==> src/rtl/sls_pkg.sv <==
// Shared types, constants and helper functions of the status LED sequencer.
package sls_pkg;

   // Strip geometry and default text length.
   localparam int LED_COUNT        = 15;
   localparam int TEXT_LEN_DEFAULT = 16;

   // Command codes of the request word.
   localparam logic [1:0] CMD_TICK = 2'd0;
   localparam logic [1:0] CMD_LINK = 2'd1;
   localparam logic [1:0] CMD_CHAR = 2'd2;

   // Register indexes of the CSR port.
   localparam int CSR_INDEX_W = 3;
   localparam logic [CSR_INDEX_W-1:0] REG_AP_MODE     = 3'd0;
   localparam logic [CSR_INDEX_W-1:0] REG_BLINK_PER   = 3'd1;
   localparam logic [CSR_INDEX_W-1:0] REG_AMBER_PER   = 3'd2;
   localparam logic [CSR_INDEX_W-1:0] REG_DIGIT_PER   = 3'd3;
   localparam logic [CSR_INDEX_W-1:0] REG_GAP_PER     = 3'd4;

   // Register reset values.
   localparam logic [15:0] BLINK_PER_RESET = 16'd200;
   localparam logic [15:0] AMBER_PER_RESET = 16'd40;
   localparam logic [15:0] DIGIT_PER_RESET = 16'd400;
   localparam logic [15:0] GAP_PER_RESET   = 16'd40;
   localparam logic [15:0] DIGIT_RESET     = 16'd400;

   // Color levels.
   localparam logic [7:0] DIM_LEVEL   = 8'd25;
   localparam logic [7:0] AMBER_GREEN = 8'd20;
   localparam logic [7:0] GAP_GREY    = 8'h30;
   localparam logic [7:0] DOT_GREY    = 8'hb0;
   localparam logic [7:0] FULL_LEVEL  = 8'hFF;

   // Digit color sequence.
   localparam logic [1:0] COLOUR_RED   = 2'd0;
   localparam logic [1:0] COLOUR_GREEN = 2'd1;
   localparam logic [1:0] COLOUR_BLUE  = 2'd2;

   // Characters with a meaning on the strips.
   localparam logic [7:0] CHAR_ZERO = 8'h30;
   localparam logic [7:0] CHAR_ONE  = 8'h31;
   localparam logic [7:0] CHAR_FIVE = 8'h35;
   localparam logic [7:0] CHAR_SIX  = 8'h36;
   localparam logic [7:0] CHAR_NINE = 8'h39;
   localparam logic [7:0] CHAR_DOT  = 8'h2E;

   typedef struct packed {
      logic [7:0] red;
      logic [7:0] green;
      logic [7:0] blue;
   } rgb_type;

   typedef struct packed {
      logic [1:0] cmd;
      logic       link_up;
      logic [3:0] char_index;
      logic [7:0] char_code;
   } req_word_type;

   typedef struct packed {
      logic                 show;
      logic [7:0]           fill1_red;
      logic [7:0]           fill1_green;
      logic [7:0]           fill1_blue;
      logic [7:0]           fill2_red;
      logic [7:0]           fill2_green;
      logic [7:0]           fill2_blue;
      logic [LED_COUNT-1:0] lit_mask;
      logic [7:0]           lit_red;
      logic [7:0]           lit_green;
      logic [7:0]           lit_blue;
      logic                 cycle_done;
   } rsp_word_type;

   typedef struct packed {
      logic        ap_mode;
      logic [15:0] blink_period;
      logic [15:0] amber_on_period;
      logic [15:0] digit_period;
      logic [15:0] gap_period;
   } cfg_type;

   // Mask with count LEDs lit from LED start; LEDs past the strip stay dark.
   function automatic logic [LED_COUNT-1:0] run_bits(input int start, input int count);
      logic [LED_COUNT-1:0] m;
      m = '0;
      for (int i = 0; i < LED_COUNT; i++) begin
         m[i] = (i >= start) && (i < start + count);
      end
      return m;
   endfunction

   // LED pattern of one address character.
   function automatic logic [LED_COUNT-1:0] char_mask(input logic [7:0] c);
      logic [LED_COUNT-1:0] m;
      m = '0;
      if (c >= CHAR_ONE && c <= CHAR_FIVE) begin
         m = run_bits(0, int'(c) - int'(CHAR_ZERO));
      end else if (c >= CHAR_SIX && c <= CHAR_NINE) begin
         m = run_bits(0, 5) | run_bits(8, int'(c) - int'(CHAR_FIVE));
      end else if (c == CHAR_DOT) begin
         m = run_bits(0, 1) | run_bits(5, 1) | run_bits(10, 1);
      end
      return m;
   endfunction

endpackage

==> src/rtl/sls_text_store.sv <==
// Address text storage with write port and two read ports.
module sls_text_store #(
   parameter int TEXT_LEN = sls_pkg::TEXT_LEN_DEFAULT,
   parameter int POS_W    = $clog2(TEXT_LEN + 1)
) (
   input  logic             clock,
   input  logic             reset,
   input  logic             wr_en,
   input  logic [3:0]       wr_index,
   input  logic [7:0]       wr_data,
   input  logic [POS_W-1:0] rd_pos,
   output logic [7:0]       rd_char_pos,
   output logic [7:0]       rd_char_first
);
   import sls_pkg::*;

   localparam int IDX_W = $clog2(TEXT_LEN);

   logic [7:0] text_ff [TEXT_LEN];
   logic [IDX_W-1:0] wr_addr;

   // Write address; indexes past the store are dropped.
   assign wr_addr = IDX_W'(wr_index);

   // Text registers clear at reset, one character written per word.
   always_ff @(posedge clock) begin
      if (reset) begin
         for (int i = 0; i < TEXT_LEN; i++) begin
            text_ff[i] <= '0;
         end
      end else if (wr_en && (int'(wr_index) < TEXT_LEN)) begin
         text_ff[wr_addr] <= wr_data;
      end
   end

   // A position past the end reads as a terminator.
   always_comb begin
      rd_char_pos = '0;
      if (int'(rd_pos) < TEXT_LEN) begin
         rd_char_pos = text_ff[rd_pos[IDX_W-1:0]];
      end
      rd_char_first = text_ff[0];
   end

endmodule

==> src/rtl/sls_pattern_engine.sv <==
// Sequencer state and next-state logic for blink and address display.
module sls_pattern_engine #(
   parameter int TEXT_LEN = sls_pkg::TEXT_LEN_DEFAULT,
   parameter int POS_W    = $clog2(TEXT_LEN + 1)
) (
   input  logic                 clock,
   input  logic                 reset,
   input  logic                 accept,
   input  sls_pkg::req_word_type req_word,
   input  sls_pkg::cfg_type      cfg,
   input  logic [7:0]           char_pos,
   input  logic [7:0]           char_first,
   output logic [POS_W-1:0]     text_pos,
   output sls_pkg::rsp_word_type rsp_next
);
   import sls_pkg::*;

   logic                 linked_ff, linked_in;
   logic                 phase_ff, phase_in;
   logic [15:0]          blink_timer_ff, blink_timer_in;
   logic [POS_W-1:0]     text_pos_ff, text_pos_in;
   logic [1:0]           colour_ff, colour_in;
   logic [15:0]          digit_timer_ff, digit_timer_in;
   logic                 in_gap_ff, in_gap_in;
   logic                 done_ff, done_in;
   rgb_type              fill1_ff, fill1_in;
   rgb_type              fill2_ff, fill2_in;
   logic [LED_COUNT-1:0] lit_mask_ff, lit_mask_in;
   rgb_type              lit_rgb_ff, lit_rgb_in;

   assign text_pos = text_pos_ff;

   // Next state for one accepted word.
   always_comb begin
      logic [15:0]          dt;
      logic [POS_W-1:0]     pos;
      logic [1:0]           col;
      logic [7:0]           ch;
      logic [LED_COUNT-1:0] mask;
      rgb_type              rgb;
      rgb_type              black;
      rgb_type              grey;
      black = '0;
      grey  = '{red: GAP_GREY, green: GAP_GREY, blue: GAP_GREY};
      dt    = digit_timer_ff - 16'd1;
      pos   = text_pos_ff;
      col   = colour_ff;
      ch    = char_pos;
      mask  = '0;
      rgb   = '0;
      linked_in      = linked_ff;
      phase_in       = phase_ff;
      blink_timer_in = blink_timer_ff;
      text_pos_in    = text_pos_ff;
      colour_in      = colour_ff;
      digit_timer_in = digit_timer_ff;
      in_gap_in      = in_gap_ff;
      done_in        = done_ff;
      fill1_in       = fill1_ff;
      fill2_in       = fill2_ff;
      lit_mask_in    = lit_mask_ff;
      lit_rgb_in     = lit_rgb_ff;
      if (accept) begin
         unique case (req_word.cmd)
            CMD_TICK: begin
               if (!cfg.ap_mode && linked_ff) begin
                  // Address display countdown.
                  digit_timer_in = dt;
                  if (dt == 16'd0) begin
                     lit_mask_in = '0;
                     lit_rgb_in  = '0;
                     if (in_gap_ff) begin
                        fill1_in       = grey;
                        fill2_in       = grey;
                        digit_timer_in = cfg.gap_period;
                        in_gap_in      = 1'b0;
                     end else begin
                        in_gap_in      = 1'b1;
                        digit_timer_in = cfg.digit_period;
                        if (char_pos == 8'd0) begin
                           // End of text: restart with the next color.
                           pos = '0;
                           ch  = char_first;
                           if (col == COLOUR_BLUE) begin
                              col     = COLOUR_RED;
                              done_in = 1'b1;
                           end else begin
                              col = 2'(col + 2'd1);
                           end
                        end
                        text_pos_in = POS_W'(pos + 1'b1);
                        colour_in   = col;
                        fill1_in    = black;
                        fill2_in    = black;
                        mask        = char_mask(ch);
                        if (ch == CHAR_DOT) begin
                           rgb = '{red: DOT_GREY, green: DOT_GREY, blue: DOT_GREY};
                        end else begin
                           rgb.red   = (col == COLOUR_RED)   ? FULL_LEVEL : 8'd0;
                           rgb.green = (col == COLOUR_GREEN) ? FULL_LEVEL : 8'd0;
                           rgb.blue  = (col == COLOUR_BLUE)  ? FULL_LEVEL : 8'd0;
                        end
                        lit_mask_in = mask;
                        if (mask != '0) begin
                           lit_rgb_in = rgb;
                        end
                     end
                  end
               end else if (blink_timer_ff != 16'd0) begin
                  blink_timer_in = blink_timer_ff - 16'd1;
               end else begin
                  // Blink phase change.
                  lit_mask_in = '0;
                  lit_rgb_in  = '0;
                  phase_in    = !phase_ff;
                  fill1_in    = black;
                  fill2_in    = black;
                  if (cfg.ap_mode) begin
                     blink_timer_in = cfg.blink_period;
                     if (linked_ff) begin
                        if (!phase_ff) begin
                           fill1_in = '{red: 8'd0, green: DIM_LEVEL, blue: DIM_LEVEL};
                           fill2_in = '{red: 8'd0, green: DIM_LEVEL, blue: DIM_LEVEL};
                        end
                     end else if (!phase_ff) begin
                        fill1_in.blue = DIM_LEVEL;
                     end else begin
                        fill2_in.blue = DIM_LEVEL;
                     end
                  end else if (!phase_ff) begin
                     blink_timer_in = cfg.amber_on_period;
                     fill1_in = '{red: DIM_LEVEL, green: AMBER_GREEN, blue: 8'd0};
                     fill2_in = '{red: DIM_LEVEL, green: AMBER_GREEN, blue: 8'd0};
                  end else begin
                     blink_timer_in = cfg.blink_period;
                  end
               end
            end
            CMD_LINK: begin
               if (req_word.link_up) begin
                  text_pos_in    = '0;
                  colour_in      = COLOUR_RED;
                  done_in        = 1'b0;
                  digit_timer_in = cfg.digit_period;
                  in_gap_in      = 1'b0;
               end
               linked_in = req_word.link_up;
            end
            default: begin
            end
         endcase
      end
   end

   // Result word reflects the state after this word.
   always_comb begin
      rsp_next.show        = accept && (req_word.cmd == CMD_TICK);
      rsp_next.fill1_red   = fill1_in.red;
      rsp_next.fill1_green = fill1_in.green;
      rsp_next.fill1_blue  = fill1_in.blue;
      rsp_next.fill2_red   = fill2_in.red;
      rsp_next.fill2_green = fill2_in.green;
      rsp_next.fill2_blue  = fill2_in.blue;
      rsp_next.lit_mask    = lit_mask_in;
      rsp_next.lit_red     = lit_rgb_in.red;
      rsp_next.lit_green   = lit_rgb_in.green;
      rsp_next.lit_blue    = lit_rgb_in.blue;
      rsp_next.cycle_done  = done_in;
   end

   // State registers.
   always_ff @(posedge clock) begin
      if (reset) begin
         linked_ff      <= 1'b0;
         phase_ff       <= 1'b0;
         blink_timer_ff <= '0;
         text_pos_ff    <= '0;
         colour_ff      <= COLOUR_RED;
         digit_timer_ff <= DIGIT_RESET;
         in_gap_ff      <= 1'b0;
         done_ff        <= 1'b0;
         fill1_ff       <= '0;
         fill2_ff       <= '0;
         lit_mask_ff    <= '0;
         lit_rgb_ff     <= '0;
      end else begin
         linked_ff      <= linked_in;
         phase_ff       <= phase_in;
         blink_timer_ff <= blink_timer_in;
         text_pos_ff    <= text_pos_in;
         colour_ff      <= colour_in;
         digit_timer_ff <= digit_timer_in;
         in_gap_ff      <= in_gap_in;
         done_ff        <= done_in;
         fill1_ff       <= fill1_in;
         fill2_ff       <= fill2_in;
         lit_mask_ff    <= lit_mask_in;
         lit_rgb_ff     <= lit_rgb_in;
      end
   end

endmodule

==> src/rtl/status_led_blink_and_ip_digit_sequencer.sv <==
// Top level of the status LED sequencer: CSRs, sequencer and result register.
//
// Usage:
//   The request channel (req_valid, req_stall, req_word) carries one word per
//   tick, link event or address character write. Every accepted request word
//   yields exactly one result word on the rsp channel, holding the strip
//   contents after that word and show set for ticks.
//   A word is accepted when valid is high and stall is low.
//   The result is in the output register on the clock after acceptance.
//   Throughput is one word per cycle while the receiver does not stall, set by
//   the single state register update in the sequencer.
//   While the receiver stalls a pending result, the result register holds its
//   word and req_stall is raised, so at most one result waits at a time.
//   CSRs are written through csr_we, csr_index and csr_wdata while idle.
//   Synchronous reset restores register defaults, clears the address text,
//   the strip colors and drops any pending result.
module status_led_blink_and_ip_digit_sequencer #(
   parameter int TEXT_LEN = sls_pkg::TEXT_LEN_DEFAULT
) (
   input  logic                            clock,
   input  logic                            reset,
   input  logic                            req_valid,
   output logic                            req_stall,
   input  sls_pkg::req_word_type           req_word,
   output logic                            rsp_valid,
   input  logic                            rsp_stall,
   output sls_pkg::rsp_word_type           rsp_word,
   input  logic                            csr_we,
   input  logic [sls_pkg::CSR_INDEX_W-1:0] csr_index,
   input  logic [15:0]                     csr_wdata
);
   import sls_pkg::*;

   localparam int POS_W = $clog2(TEXT_LEN + 1);

   cfg_type          cfg_ff;
   logic             accept;
   logic [POS_W-1:0] text_pos;
   logic [7:0]       char_pos;
   logic [7:0]       char_first;
   rsp_word_type     rsp_next;
   logic             rsp_valid_ff;
   rsp_word_type     rsp_word_ff;

   // Handshake: take a word whenever the output register can move.
   assign req_stall = rsp_valid_ff && rsp_stall;
   assign accept    = req_valid && !req_stall;
   assign rsp_valid = rsp_valid_ff;
   assign rsp_word  = rsp_word_ff;

   // Configuration registers.
   always_ff @(posedge clock) begin
      if (reset) begin
         cfg_ff.ap_mode         <= 1'b0;
         cfg_ff.blink_period    <= BLINK_PER_RESET;
         cfg_ff.amber_on_period <= AMBER_PER_RESET;
         cfg_ff.digit_period    <= DIGIT_PER_RESET;
         cfg_ff.gap_period      <= GAP_PER_RESET;
      end else if (csr_we) begin
         unique case (csr_index)
            REG_AP_MODE:   cfg_ff.ap_mode         <= csr_wdata[0];
            REG_BLINK_PER: cfg_ff.blink_period    <= csr_wdata;
            REG_AMBER_PER: cfg_ff.amber_on_period <= csr_wdata;
            REG_DIGIT_PER: cfg_ff.digit_period    <= csr_wdata;
            REG_GAP_PER:   cfg_ff.gap_period      <= csr_wdata;
            default: begin
            end
         endcase
      end
   end

   sls_text_store #(
      .TEXT_LEN (TEXT_LEN),
      .POS_W    (POS_W)
   ) u_text (
      .clock         (clock),
      .reset         (reset),
      .wr_en         (accept && (req_word.cmd == CMD_CHAR)),
      .wr_index      (req_word.char_index),
      .wr_data       (req_word.char_code),
      .rd_pos        (text_pos),
      .rd_char_pos   (char_pos),
      .rd_char_first (char_first)
   );

   sls_pattern_engine #(
      .TEXT_LEN (TEXT_LEN),
      .POS_W    (POS_W)
   ) u_engine (
      .clock      (clock),
      .reset      (reset),
      .accept     (accept),
      .req_word   (req_word),
      .cfg        (cfg_ff),
      .char_pos   (char_pos),
      .char_first (char_first),
      .text_pos   (text_pos),
      .rsp_next   (rsp_next)
   );

   // Output register.
   always_ff @(posedge clock) begin
      if (reset) begin
         rsp_valid_ff <= 1'b0;
      end else if (accept) begin
         rsp_valid_ff <= 1'b1;
      end else if (!rsp_stall) begin
         rsp_valid_ff <= 1'b0;
      end
   end

   always_ff @(posedge clock) begin
      if (accept) begin
         rsp_word_ff <= rsp_next;
      end
   end

   // A reset leaves no result pending.
   assert property (@(posedge clock) reset |=> !rsp_valid)
      else $error("result pending after reset");

   // Each accepted word shows up as a result, flagged as shown only for ticks.
   assert property (@(posedge clock) disable iff (reset)
      accept |=> rsp_valid && (rsp_word.show == ($past(req_word.cmd) == CMD_TICK)))
      else $error("result missing or show flag wrong");

   // The highlight color is black whenever nothing is highlighted.
   assert property (@(posedge clock) disable iff (reset)
      (rsp_valid && rsp_word.lit_mask == '0) |->
         (rsp_word.lit_red == 8'd0 && rsp_word.lit_green == 8'd0 &&
          rsp_word.lit_blue == 8'd0))
      else $error("highlight color without lit LEDs");

   // A waiting result is never overwritten by a new word.
   assert property (@(posedge clock) disable iff (reset)
      (rsp_valid && rsp_stall) |=> $stable(rsp_word_ff))
      else $error("stalled result changed");

endmodule

==> config.mk <==
export PLATFORM = sky130hd
export DESIGN_NAME = status_led_blink_and_ip_digit_sequencer
export DESIGN_NICKNAME = d
export VERILOG_FILES = /design/src/rtl/sls_pkg.sv /design/src/rtl/sls_text_store.sv /design/src/rtl/sls_pattern_engine.sv /design/src/rtl/status_led_blink_and_ip_digit_sequencer.sv
export SDC_FILE = /design/constraint.sdc
export NUM_CORES = 1
export LEC_CHECK = 0
export BUFFER_PORTS_ARGS = -buffer_cell sky130_fd_sc_hd__buf_4
export CAP_MARGIN = 0
export CELL_PAD_IN_SITES_DETAIL_PLACEMENT = 1
export CELL_PAD_IN_SITES_GLOBAL_PLACEMENT = 1
export CORE_MARGIN = 4
export CORE_UTILIZATION = 49
export DETAILED_ROUTE_END_ITERATION = 10
export PLACE_DENSITY = 0.83
export SYNTH_ARGS = -nofsm -noshare
export SYNTH_HDL_FRONTEND = slang
export SYNTH_HIERARCHICAL = 1
export SYNTH_SLANG_ARGS = --single-unit
==> constraint.sdc <==
create_clock -name clock -period 10.93 [get_ports clock]
set_input_delay 0 -clock clock [delete_from_list [all_inputs] [get_ports clock]]
set_output_delay 0 -clock clock [all_outputs]
set_load 0.02 [all_outputs]
==> flow_metrics.py <==
metrics = {
    "sta": {
        "final_max_slew_viol_count": 0,
        "hold_viol": 0,
        "worst_pin_slew_ns": 1.36,
        "fmax_ghz": 0.174,
        "skew_ns": 0.0258,
        "setup_violations": 0,
        "tns_ns": 0,
        "min_period_ns": 5.76,
        "fin_ws_ns": 5.17,
        "finalCritPeriodShare": 0.527,
        "relSlewSlack": 0.0867,
        "rsz0062_at_grt": "no",
    },
    "setup_path": {
        "max_stage_delay_ns": 0.75,
        "crit_path_start": "u_engine/text_pos[1]",
        "path_max_fanout": 13,
        "cp_slowest_cell": "nor2b_1",
        "crit_path_start_kind": "flip-flop",
        "cp_data_arrival_time_ns": 6.22,
        "critical_path_class": "flip-flop to flip-flop",
        "critical_path.cell_chain": "nor2b_1 -> a22oi_1 -> a22oi_1 -> o211ai_1 -> nor4_1 -> buf_4 -> a31oi_1 -> inv_1 -> ha_1 -> inv_1 -> a211o_1 -> o32ai_1 -> o211a_1 -> a21boi_0 -> nor3b_2 -> o32ai_2 -> a21oi_1",
        "r2r-start": "u_engine/text_pos[1]",
        "critPathCaptureType": "flip-flop",
        "worstPathRequired_ns": 11.39,
        "critPathTopFamily": "compound AO/OA/AOI/OAI gates",
        "critical_path_buf_inv_count": 3,
    },
    "detailed_routing": {
        "initialDrtViolationCount": 905,
        "drc_errors": 0,
        "ant_nets": 0,
        "wl_microns": 49600,
        "vias_per_cell": 5.70,
        "firstDrtPassIters": 5,
        "wire_per_inst_microns": 21.2,
        "num_vias": 13300,
    },
    "run_status": {
        "status": "complete, no violations",
    },
    "die": {
        "die_area_sq_um": 41100,
        "die_h_microns": 203,
        "die_w_microns": 203,
        "start_util": 0.495,
        "io_pins": 130,
        "core-area_sq_um": 37600,
        "row_count": 71,
    },
    "placement": {
        "dp_slack_ns": 5.42,
        "port-buffer-count": 129,
        "place_area_sq_um": 19900,
        "gp_congestion": 0.844,
        "dpl.hpwl_microns": 32900,
    },
    "clock_tree": {
        "post_cts_resized": 0,
        "clock_path_buffers": 3,
        "htreeDepth": 2,
        "insertion_delay_ns": 0.56,
        "cts_tree": "built",
        "clock_sinks": 413,
        "cts_buffers": 44,
        "cts_root_buffer": "clkbuf_16",
        "clk_pin_slew_ns": 0.06,
    },
    "power": {
        "power.density_nw_per_um2": 163,
        "p_leak_nw": 8.70,
        "ir_drop_uv": 84.5,
        "power_mw": 3.54,
    },
    "synthesis": {
        "syn_nets": 1705,
        "synthXorXnorAreaFrac": 0.00801,
        "ys_seq_area_frac": 0.562,
        "async_flop_share": 0,
        "synth_edf_count": 217,
        "synthCells": 1656,
        "yosys.area_share.simple": 0.218,
        "ys_seq_elements": 413,
        "avgSynthCellArea_sq_um": 11.2,
        "yosysWarnings": 6,
        "synth_ff_type": "edfxtp_1",
        "synth_top_family_by_area": "simple AND/OR/NAND/NOR gates",
        "synth_top_area_frac": 0.351,
        "synthMuxAreaShare": 0.0728,
        "synth_fa_ha_area_frac": 0.00673,
        "synth_cell_types": 86,
        "synthTopCellsByArea": "edfxtp_1 (35%), dfxtp_1 (21%), mux2i_1 (6.2%), and2_1 (6.0%), nand2b_1 (2.7%)",
        "synth_compound_area_frac": 0.103,
        "netlist_area_sq_um": 18600,
        "yosysTopAreaCell": "edfxtp_1",
    },
    "global_routing": {
        "antenna_found_initial": 0,
        "grt_max_degree": 85,
        "overflow": 0,
        "grt_first_pass_wirelength_microns": 78700,
        "grt_usage": 0.237,
        "grt_pass1_vias": 13900,
    },
    "finish": {
        "fin_util": 0.578,
        "fillers": 3936,
        "area_growth_pct": 16.9,
        "layout-drive-gt1-share": 0.149,
        "diodes": 0,
        "final_area_sq_um": 21700,
        "nets": 1843,
    },
    "job": {
        "drv_cap": 0,
    },
    "worst_hold_path": {
        "hp-start": "rsp_stall",
        "min_path_type": "primary input to flip-flop",
    },
}
[layer usage]
layer	part of all wire	wire (microns)	GRT usage
met3	0.049	2440	0.0358
met5	0	0	0
met2	0.49	24100	0.395
met4	0.016	791	0.0541
met1	0.45	22300	0.330
[stage by stage]
stage | std cells | hold slack, ns
6_report | 2340 | 0.0915
5_1_grt | 2340 | 0.0983
4_1_cts | 2340 | 0.0734
3_5_place_dp | 2218 | 0.244
3_3_place_gp | 2218 | 0.218
2_1_floorplan | 1656 | 0.117
[final timing paths]
kind / slack (ns) / cells after the start / to
min reg2reg: 0.45 / 1 / u_engine/fill1_ff[18]
max: 5.17 / 17 / u_engine/lit_mask_ff[14]
max reg2reg: 5.17 / 17 / u_engine/lit_mask_ff[14]
min: 0.09 / 3 / rsp_word[88]
[cell usage after synthesis (10+ instances only)]
cell	count
a21oi_1	60
ha_1	10
nand2_1	94
dfxtp_1	196
nand2b_1	80
nor4_1	12
nor2b_1	76
a21o_1	52
buf_2	19
or2_2	19
and2_1	179
clkbuf_1	58
mux2i_1	116
nand3_1	40
o21ai_0	26
a211oi_1	17
nor3_1	36
inv_1	16
xnor2_1	11
edfxtp_1	217
a22oi_1	21
nor2_1	100
a31oi_1	13
[power breakdown]
part | internal, mW | leakage (nW) | switching (mW)
clock network | 0.882 | 0.717 | 0.610
registers | 1.68 | 3.86 | 0.0287
logic | 0.121 | 4.13 | 0.221
total | 2.68 | 8.70 | 0.860
[kinds of logic (layout without fill, tap and decap cells)]
logic type                 after synthesis  in the layout
buffers and inverters                  112            285
and+or+nand+nor                        709            709
DFF                                    413            413
adders and majority gates               10             10
xor gates and xnor gates                17             17
AOI/OAI and AO/OA                      271            271
muxes                                  124            124
[final cells by class]
class / instances / area [sq um] / area share
timing repair buffer: 187 / 1510 / 0.0695
tap: 511 / 639 / 0.0294
multi-input combinational: 1131 / 7610 / 0.350
clock buffer: 64 / 1310 / 0.0602
sequential: 413 / 10400 / 0.481
clock inverter: 17 / 151 / 0.00697
inverter: 17 / 63.8 / 0.00294
[what timing repair did]
| item | in CTS | in global routing |
|---|---|---|
| hold buffers | 41 | 0 |
| buffers inserted | 0 | 0 |
| endpoints found under the hold margin | 200 | 0 |
[sequential cells by signal, indices dropped and copies added (netlist names)]
signal	count
u_engine/done_ff	1
u_engine/linked_ff	1
u_engine/lit_rgb_ff	24
u_engine/digit_timer_ff	16
u_engine/fill1_ff	24
rsp_valid	1
u_engine/in_gap_ff	1
u_text/text_ff	128
u_engine/fill2_ff	24
rsp_word	89
u_engine/blink_timer_ff	16
u_engine/lit_mask_ff	15
cfg_ff	65
u_engine/phase_ff	1
u_engine/colour_ff	2
u_engine/text_pos	5
[cell usage in the layout, fill, tap and decap left out, drive strengths merged, types with 10 or more instances in the layout]
master | netlist | routed
a31oi | 13 | 13
nor3 | 42 | 42
nor2 | 100 | 100
nand2b | 80 | 80
a211oi | 17 | 17
edfxtp | 217 | 217
clkbuf | 60 | 64
a22oi | 21 | 21
dlygate4sd3 | 0 | 41
nand3 | 40 | 40
xnor2 | 11 | 11
a21o | 52 | 52
o21ai | 32 | 32
inv | 17 | 21
nand2 | 96 | 96
nor4 | 17 | 17
ha | 10 | 10
or2 | 19 | 19
nor2b | 76 | 76
buf | 35 | 146
a21oi | 61 | 61
dfxtp | 196 | 196
and2 | 179 | 179
mux2i | 116 | 116
[worst register-to-register path: stages, from the launching register on]
cell and delay, ns:
dfxtp_1 0.67, nor2b_1 0.75, a22oi_1 0.24, a22oi_1 0.25, o211ai_1 0.37, nor4_1 0.43, buf_4 0.26, a31oi_1 0.18
inv_1 0.19, ha_1 0.33, inv_1 0.13, a211o_1 0.28, o32ai_1 0.25, o211a_1 0.32, a21boi_0 0.29, nor3b_2 0.36
o32ai_2 0.20, a21oi_1 0.17
(Power assumes the default switching activity.)
